**config.mk**
```make
export PLATFORM = sky130hd
export DESIGN_NAME = stable_sorted_priority_queue_core
export DESIGN_NICKNAME = d
export VERILOG_FILES = /design/src/hw/rtl/spq_pkg.sv /design/src/hw/rtl/spq_cell.sv /design/src/hw/rtl/stable_sorted_priority_queue_core.sv
export SDC_FILE = /design/constraint.sdc
export NUM_CORES = 2
export LEC_CHECK = 0
export ABC_CLOCK_PERIOD_IN_PS = 15410
export BUFFER_PORTS_ARGS = -buffer_cell sky130_fd_sc_hd__buf_4
export CAP_MARGIN = 20
export CORE_MARGIN = 2
export CORE_UTILIZATION = 40
export DETAILED_ROUTE_END_ITERATION = 10
export PLACE_DENSITY_LB_ADDON = 0.08
export SYNTH_ARGS = -nofsm -noshare
export SYNTH_HDL_FRONTEND = slang
export SYNTH_SLANG_ARGS = --single-unit
```
**constraint.sdc**
```tcl
create_clock -name i_clk -period 15.41 [get_ports i_clk]
set_clock_uncertainty 0.2 [all_clocks]
set_input_delay 1.541 -clock i_clk [delete_from_list [all_inputs] [get_ports i_clk]]
set_output_delay 1.541 -clock i_clk [all_outputs]
set_load 0.02 [all_outputs]
```
**src/hw/rtl/spq_pkg.sv**
```systemverilog
// ----------------------------------------------------------------------------
// Stable sorted priority queue package
// Shared types, widths and status codes for the queue core and its cells.
// ----------------------------------------------------------------------------
package spq_pkg;

    localparam int QUEUE_DEPTH = 16;

    localparam int TIME_W   = 32;
    localparam int CART_W   = 16;
    localparam int ITEMS_W  = 8;
    localparam int STATUS_W = 2;
    localparam int OCC_W    = 5;

    typedef struct packed {
        logic [TIME_W-1:0]  ready_time;
        logic [CART_W-1:0]  cart_id;
        logic [ITEMS_W-1:0] item_total;
    } t_entry;

    // Operation applied to every cell in the same cycle.
    typedef struct packed {
        logic insert;
        logic remove;
    } t_cell_ctrl;

    typedef enum logic [STATUS_W-1:0] {
        ST_OK           = 2'd0,
        ST_EMPTY_REMOVE = 2'd1,
        ST_FULL_INSERT  = 2'd2
    } t_status;

    typedef enum logic {
        ACT_INSERT = 1'b0,
        ACT_REMOVE = 1'b1
    } t_action;

endpackage

```
**src/hw/rtl/spq_cell.sv**
```systemverilog
// ----------------------------------------------------------------------------
// Stable sorted priority queue cell
// Holds one entry. On an insert it keeps its entry, takes the new entry or
// takes its left neighbour's entry; on a remove it takes its right
// neighbour's entry.
// ----------------------------------------------------------------------------
module spq_cell (
    input  logic                i_clk,
    input  spq_pkg::t_cell_ctrl i_ctrl,
    input  logic                i_occupied,
    input  logic                i_at_fill,
    input  logic                i_left_gt,
    input  spq_pkg::t_entry     i_left_entry,
    input  spq_pkg::t_entry     i_right_entry,
    input  spq_pkg::t_entry     i_new_entry,
    output spq_pkg::t_entry     o_entry,
    output logic                o_gt
);

    spq_pkg::t_entry r_entry;
    spq_pkg::t_entry n_entry;

    // Strictly greater, so a new entry lands after all entries with an equal key.
    assign o_gt    = i_occupied && (r_entry.ready_time > i_new_entry.ready_time);
    assign o_entry = r_entry;

    always_comb begin
        n_entry = r_entry;
        if (i_ctrl.insert) begin
            if (o_gt || i_at_fill) begin
                n_entry = i_left_gt ? i_left_entry : i_new_entry;
            end
        end else if (i_ctrl.remove) begin
            n_entry = i_right_entry;
        end
    end

    always_ff @(posedge i_clk) begin
        r_entry <= n_entry;
    end

endmodule

```
**src/hw/rtl/stable_sorted_priority_queue_core.sv**
```systemverilog
// ----------------------------------------------------------------------------
// Stable sorted priority queue core
// Bounded queue ordered by ready time, held in a row of shifting cells.
// ----------------------------------------------------------------------------
// A transaction is taken at every rising edge with start high; busy is never
// raised, so one transaction per clock is sustained. Its result appears on
// the o_ ports, marked by o_done, for exactly one cycle starting in the cycle
// after acceptance, and the receiver cannot stall it. Each cell compares the
// new key against its own entry in parallel, so the insert or remove
// completes at the accepting edge whatever the occupancy. Inserting into a
// full queue and removing from an empty one leave the contents unchanged and
// are flagged in o_status; ties leave in arrival order.
module stable_sorted_priority_queue_core #(
    parameter int QUEUE_DEPTH = spq_pkg::QUEUE_DEPTH
) (
    input  logic                          i_clk,
    input  logic                          i_rst_n,
    input  logic                          start,
    output logic                          busy,
    input  logic                          i_action,
    input  logic [spq_pkg::TIME_W-1:0]    i_ready_time,
    input  logic [spq_pkg::CART_W-1:0]    i_cart_id,
    input  logic [spq_pkg::ITEMS_W-1:0]   i_item_total,
    output logic                          o_done,
    output logic [spq_pkg::STATUS_W-1:0]  o_status,
    output logic                          o_is_empty,
    output logic [spq_pkg::TIME_W-1:0]    o_head_time,
    output logic [spq_pkg::CART_W-1:0]    o_head_cart,
    output logic [spq_pkg::ITEMS_W-1:0]   o_head_items,
    output logic [spq_pkg::OCC_W-1:0]     o_occupancy
);

    localparam int FILL_W = $clog2(QUEUE_DEPTH + 1);

    logic [FILL_W-1:0]      r_fill;
    logic [FILL_W-1:0]      n_fill;
    logic                   r_done;
    spq_pkg::t_status       r_status;
    spq_pkg::t_status       n_status;
    spq_pkg::t_cell_ctrl    cell_ctrl;
    spq_pkg::t_entry        new_entry;
    spq_pkg::t_entry        cell_entry [QUEUE_DEPTH];
    logic [QUEUE_DEPTH-1:0] cell_gt;
    logic                   is_full;
    logic                   is_empty;

    assign busy     = 1'b0;
    assign is_full  = (r_fill == FILL_W'(QUEUE_DEPTH));
    assign is_empty = (r_fill == '0);

    assign new_entry.ready_time = i_ready_time;
    assign new_entry.cart_id    = i_cart_id;
    assign new_entry.item_total = i_item_total;

    always_comb begin
        cell_ctrl = '0;
        n_fill    = r_fill;
        n_status  = spq_pkg::ST_OK;
        if (start) begin
            if (spq_pkg::t_action'(i_action) == spq_pkg::ACT_INSERT) begin
                if (is_full) begin
                    n_status = spq_pkg::ST_FULL_INSERT;
                end else begin
                    cell_ctrl.insert = 1'b1;
                    n_fill           = r_fill + FILL_W'(1);
                end
            end else begin
                if (is_empty) begin
                    n_status = spq_pkg::ST_EMPTY_REMOVE;
                end else begin
                    cell_ctrl.remove = 1'b1;
                    n_fill           = r_fill - FILL_W'(1);
                end
            end
        end
    end

    for (genvar gi = 0; gi < QUEUE_DEPTH; gi++) begin : g_cell
        logic            left_gt;
        spq_pkg::t_entry left_entry;
        spq_pkg::t_entry right_entry;

        if (gi == 0) begin : g_first
            assign left_gt    = 1'b0;
            assign left_entry = new_entry;
        end else begin : g_inner
            assign left_gt    = cell_gt[gi-1];
            assign left_entry = cell_entry[gi-1];
        end

        if (gi == QUEUE_DEPTH - 1) begin : g_last
            assign right_entry = '0;
        end else begin : g_body
            assign right_entry = cell_entry[gi+1];
        end

        spq_cell u_cell (
            .i_clk         (i_clk),
            .i_ctrl        (cell_ctrl),
            .i_occupied    (FILL_W'(gi) < r_fill),
            .i_at_fill     (FILL_W'(gi) == r_fill),
            .i_left_gt     (left_gt),
            .i_left_entry  (left_entry),
            .i_right_entry (right_entry),
            .i_new_entry   (new_entry),
            .o_entry       (cell_entry[gi]),
            .o_gt          (cell_gt[gi])
        );
    end

    always_ff @(posedge i_clk) begin
        if (!i_rst_n) begin
            r_fill   <= '0;
            r_done   <= 1'b0;
            r_status <= spq_pkg::ST_OK;
        end else begin
            r_fill   <= n_fill;
            r_done   <= start;
            r_status <= n_status;
        end
    end

    // The result reflects the cells after the transaction has been applied.
    assign o_done       = r_done;
    assign o_status     = r_status;
    assign o_is_empty   = is_empty;
    assign o_head_time  = is_empty ? '0 : cell_entry[0].ready_time;
    assign o_head_cart  = is_empty ? '0 : cell_entry[0].cart_id;
    assign o_head_items = is_empty ? '0 : cell_entry[0].item_total;
    assign o_occupancy  = spq_pkg::OCC_W'(r_fill);

endmodule
```
# After elaboration in Yosys (flattened, before gate mapping)
# Cells that the tools add are included.
word_totals:
  register_bits: 904
  inputBits: 60
op_classes:
  add_sub_neg: 2
  order_cmp: 32
  eq_ne: 34
  mux: 77
  reduce_logical: 52
op_table:
  columns: ["op", "n"]
  rows:
  - ["56-bit 2-to-1 mux", 63]
  - ["32-bit > comparator", 16]
  - ["4-bit by 5-bit == test with 1-bit output, first input constant", 8]
  - ["4-bit by 5-bit < comparator with 1-bit output, first input constant", 8]
  - ["2-bit AND reduction", 17]
  - ["32-bit 2-to-1 mux", 1]
  - ["2-bit by 1-bit inequality test with 1-bit output, second input constant", 16]
  - ["3-bit by 5-bit == test with 1-bit output, first input constant", 4]
  - ["3-bit by 5-bit < comparator with 1-bit output, first input constant", 4]
  - ["1-bit logical AND", 16]
  - ["1-bit logical OR", 16]
  - ["16-bit 2-to-1 mux", 1]
  - ["5-bit 2-to-1 mux", 3]
  - ["2-bit by 5-bit == test with 1-bit output, first input constant", 2]
  - ["1-bit by 5-bit < comparator with 1-bit output, first input constant", 2]
  - ["2-bit by 5-bit < comparator with 1-bit output, first input constant", 2]
  - ["8-bit 2-to-1 mux", 1]
  - ["2-bit 2-to-1 mux", 3]
  - ["5-bit by 1-bit adder with 5-bit output, second input constant", 1]
  - ["1-bit by 5-bit == test with 1-bit output, first input constant", 1]
  - ["5-bit == test, second input constant", 1]
  - ["5-bit logical NOT", 1]
  - ["1-bit 2-to-1 mux", 5]
  - ["5-bit by 1-bit subtractor with 5-bit output, second input constant", 1]
  - ["other kinds (3)", 4]

# Longest topological paths before layout
depth:
  word_depth: 6
  mapped_depth: 12
  ltp_nobuf: 9

# By module
# A second synthesis with hierarchy kept.
unflattened:
  hier_cells: 5911
  area_unflattened_um2: 59846.1
modules_own_cells:
  columns: ["module", "instances", "cells_each", "area_each_um2", "seq_area_each_um2"]
  rows:
  - ["spq_cell", 16, 359, 3669.8, 1681.6]
  - ["stable_sorted_priority_queue_core", 1, 167, 1129.8, 160.2]

# Worst setup path before layout
# No wires, ideal clock.
synth_timing:
  path_type: "input port to flip-flop"
  start: "in i_ready_time[30] (netlist bit)"
  end: "reg g_cell[7].u_cell.r_entry, in the netlist g_cell[7].u_cell.o_entry[0] (enable)"
  setup_time_ns: 0.547
  arrival_ns: 7.507
  required_ns: 14.663
  setup_slack_ns: 7.156
  stages: 11
  path_buffers: 2
  cell_sequence: "inv_1 > ha_1 > nand4_1 > nor4_1 > o311ai_0 > a31oi_1 > or2_1 > clkbuf_1 > buf_2 > a31oi_1 > o21ai_0"
synth_via:
  elab_chain_len: 5
synth_rtl:
  columns: ["item", "line", "rtl"]
  rows:
  - ["start, declared", "stable_sorted_priority_queue_core.sv:21", "input logic [spq_pkg::TIME_W-1:0] i_ready_time,"]
  - ["32-bit > comparator", "spq_cell.sv:24", "assign o_gt = i_occupied && (r_entry.ready_time > i_new_entry.ready_time);"]
  - ["1-bit logical AND", "spq_cell.sv:24", null]
  - ["1-bit logical OR", "spq_cell.sv:30", "if (o_gt || i_at_fill) begin"]
  - ["2-bit by 1-bit inequality test with 1-bit output (no line)", null, null]
  - ["2-bit AND reduction (no line)", null, null]
  - ["end signal, assigned", "spq_cell.sv:39", "r_entry <= n_entry;"]
  - ["end, declared", "spq_cell.sv:20", "spq_pkg::t_entry r_entry;"]
# Every way passes these cells.
# A chain may end at the register's enable or synchronous reset.

# Final worst setup path
layout_timing:
  start: "in i_ready_time[31] (netlist bit)"
  end: "reg g_cell[11].u_cell.r_entry, in the netlist g_cell[11].u_cell.o_entry[30] (enable)"
layout_via:
  elab_chain_len: 5
layout_rtl:
  columns: ["item", "line"]
  rows:
  - ["32-bit > comparator", "spq_cell.sv:24"]
  - ["1-bit logical AND", "spq_cell.sv:24"]
  - ["1-bit logical OR", "spq_cell.sv:30"]
  - ["2-bit by 1-bit inequality test with 1-bit output (no line)", null]
  - ["2-bit AND reduction (no line)", null]
  - ["end signal, assigned", "spq_cell.sv:39"]
  - ["end, declared", "spq_cell.sv:20"]
# Every way passes these cells.

==> impl_metrics.ini <==
[run_status]
status = finished, final reports clean

[cts]
post_cts_buffers = 0
htree_levels = 3
cts-resized-gates = 0
clock-sinks = 904
cts_buffers = 107
clkTransAtPathRegs_ns = 0.06
clk_path_buf_depth = 3
cts_root_buf = clkbuf_16
tritoncts = yes
clkLatencyLatePin_ns = 0.77
hold_buffers = 0

[final_layout]
fin_util_pct = 44.56
nets = 5972
final_cell_mix = edfxtp_1, a21oi_1, mux2i_1, nand2_1, nor2_1
postLayoutCellArea_um2 = 62860
drive_gt1_share_pct = 7.310
area_growth_pct = 10.92
fill_cells = 13550
final_common_cell = edfxtp_1

[power]
clkPwrFrac_pct = 31.3
ir_drop_v = 0.00009184
power.leakage_nw = 23.46
internal_power_w = 0.005410
p_seq_share_pct = 41.7
switching_share_pct = 35.50
power_density_nw_per_um2 = 133.4
p_sw_w = 0.002977
comb_power_share_pct = 26.9
fin_total_pwr_w = 0.008387

[sta]
max_slew_margin_pct = 22.12
setup_viol = 0
fmax_mhz = 151.6
fin_crit_ns = 6.598
min_period_over_period_pct = 42.82
worst_slack_ns = 8.812
grt_setup_unrepaired = no
tns_ns = 0
tightest_slew_ns = 1.157
hold_violations = 0
drv_slew = 0

[synthesis]
yosysWarnings = 0
yosysSeqAreaShare_pct = 47.76
syn_area_um2 = 56670
syn_inst = 5470
synthArstFlopShare_pct = 0
avgSynthCellArea_um2 = 10.36
synth_seq_cells = 904
synth_edf_count = 896
synth_cell_type_count = 69
synthFlopType = edfxtp_1
syn-num-nets = 6047

[floorplanning]
die_width_um = 380.4
core_um2 = 141100
num_io_pins = 126
dieArea_um2 = 144700
start_util_pct = 40.17
fp.dieH_um = 380.4
core.rowCount = 138

[placement]
post_dp_cell_area_um2 = 59340
place_ws_ns = 8.157
detailed_place_hpwl_um = 139300
portBuffers = 124
place_congestion = 0.9503

[setup_path]
startpoint_type = input pin
crit_fanout = 46
cp_data_required_time_ns = 15.56
crit_path_end_kind = flop
cp.arrival_ns = 6.75
crit_type = in -> reg

[global_route]
grt_max_degree = 205
grt_pass1_vias = 42530
gr-usage-all-layers_pct = 29.05
grt-ovfl-total = 0
grt_pass1_wl_um = 309700
antenna_found_initial = 12

[drt]
viasPerCell = 6.011
wirelength_um = 214700
drt_iter0_markers = 4370
avgRoutedWirePerCell_um = 29.09
vias = 44370
ant_nets = 0
drc = 0
drtPass1Iterations = 7

[run]
max-cap-violations = 0

[hold_path]
hold_path.class = reg -> reg
## kinds of logic (layout without fill, tap and decap cells)
group | after synthesis | in the layout | synth area share, %
AOI/OAI and AO/OA | 1271 | 1271 | 12.68
xor gates and xnor gates | 5 | 5 | 0.07727
adders and majority gates | 517 | 517 | 11.41
buffers and inverters | 445 | 461 | 3.274
DFF | 904 | 904 | 47.76
muxes | 686 | 686 | 12.12
other | 1 | 6 | 0.006617
and+or+nand+nor | 1641 | 1641 | 12.67
## sequential cells by signal, indices dropped and copies added (netlist names)
register and cells:
o_occupancy 5, g_cell.u_cell.o_entry 896, o_done 1, o_status 2
## worst max-delay path: stages
cell,delay (ns)
buf_4,0.16
inv_1,0.55
ha_1,0.27
nand4_1,0.31
nor4_1,0.81
a2111oi_0,0.23
nand3_1,0.24
a22o_4,0.63
a41oi_1,0.17
o21ai_4,0.92
buf_4,0.83
## final timing paths
| path | from | endpoint | slack [ns] | cells past startpoint |
|---|---|---|---|---|
| setup / recovery | i_ready_time[31] | g_cell[11].u_cell.o_entry[30] | 8.81 | 11 |
| hold / removal | g_cell[4].u_cell.o_entry[23] | g_cell[3].u_cell.o_entry[23] | 0.35 | 2 |
| setup reg to reg | o_occupancy[1] | g_cell[12].u_cell.o_entry[48] | 9.22 | 10 |
| hold reg to reg | g_cell[4].u_cell.o_entry[23] | g_cell[3].u_cell.o_entry[23] | 0.35 | 2 |
## stage by stage
step | std cells | hold slack, ns
after global routing | 7379 | 0.3772
after detailed placement | 7176 | 0.3350
final | 7381 | 0.3493
after floorplan | 5470 | 0.3174
after CTS | 7376 | 0.3551
after global placement | 7174 | 0.3298
## power groups by stage
stage               Combinational [W]  Sequential, W  Clock (W)
floorplan                     0.00140        0.00342          0
global placement              0.00221        0.00355          0
detailed placement            0.00224        0.00354          0
CTS                           0.00225        0.00350    0.00267
global route                  0.00245        0.00353    0.00276
finish                        0.00226        0.00350    0.00263
## cell usage after synthesis, types with 41 or more instances
cell type  number  area, µm²
nand4_1       120      750.7
nand3_1       178      890.9
o21ai_0       161      805.8
nor3_1         44      220.2
inv_1          61      229.0
a21o_1         41      307.8
edfxtp_1      896      26910
o211ai_1      130      975.9
nor2_1        557       2091
nor2b_1        80      500.5
buf_2          58      290.3
o21ai_1        85      425.4
mux2i_1       686       6867
clkbuf_1      291       1092
a21oi_1       736       3684
ha_1          517       6469
nand2_1       585       2196
## area by class of cell
type,instances,area (µm²),share of cell area [%]
repair buffers,200,1556,2.476
clock inverters,73,737.0,1.172
clock buffers,127,2774,4.413
well taps,1890,2365,3.762
multi-input cells,4121,28120,44.74
diodes,5,12.51,0.01990
flip-flops and latches,904,27070,43.06
inverters,61,229.0,0.3643
## layer usage
layer	wire [µm]	vias up	global-route usage, %
met5	93	-	0
met1	96110	22140	40.63
met4	5671	14	8.363
met3	14550	299	4.818
li1	-	20340	-
met2	98280	1578	46.23
No activity file was read; power rests on OpenSTA's default activity.
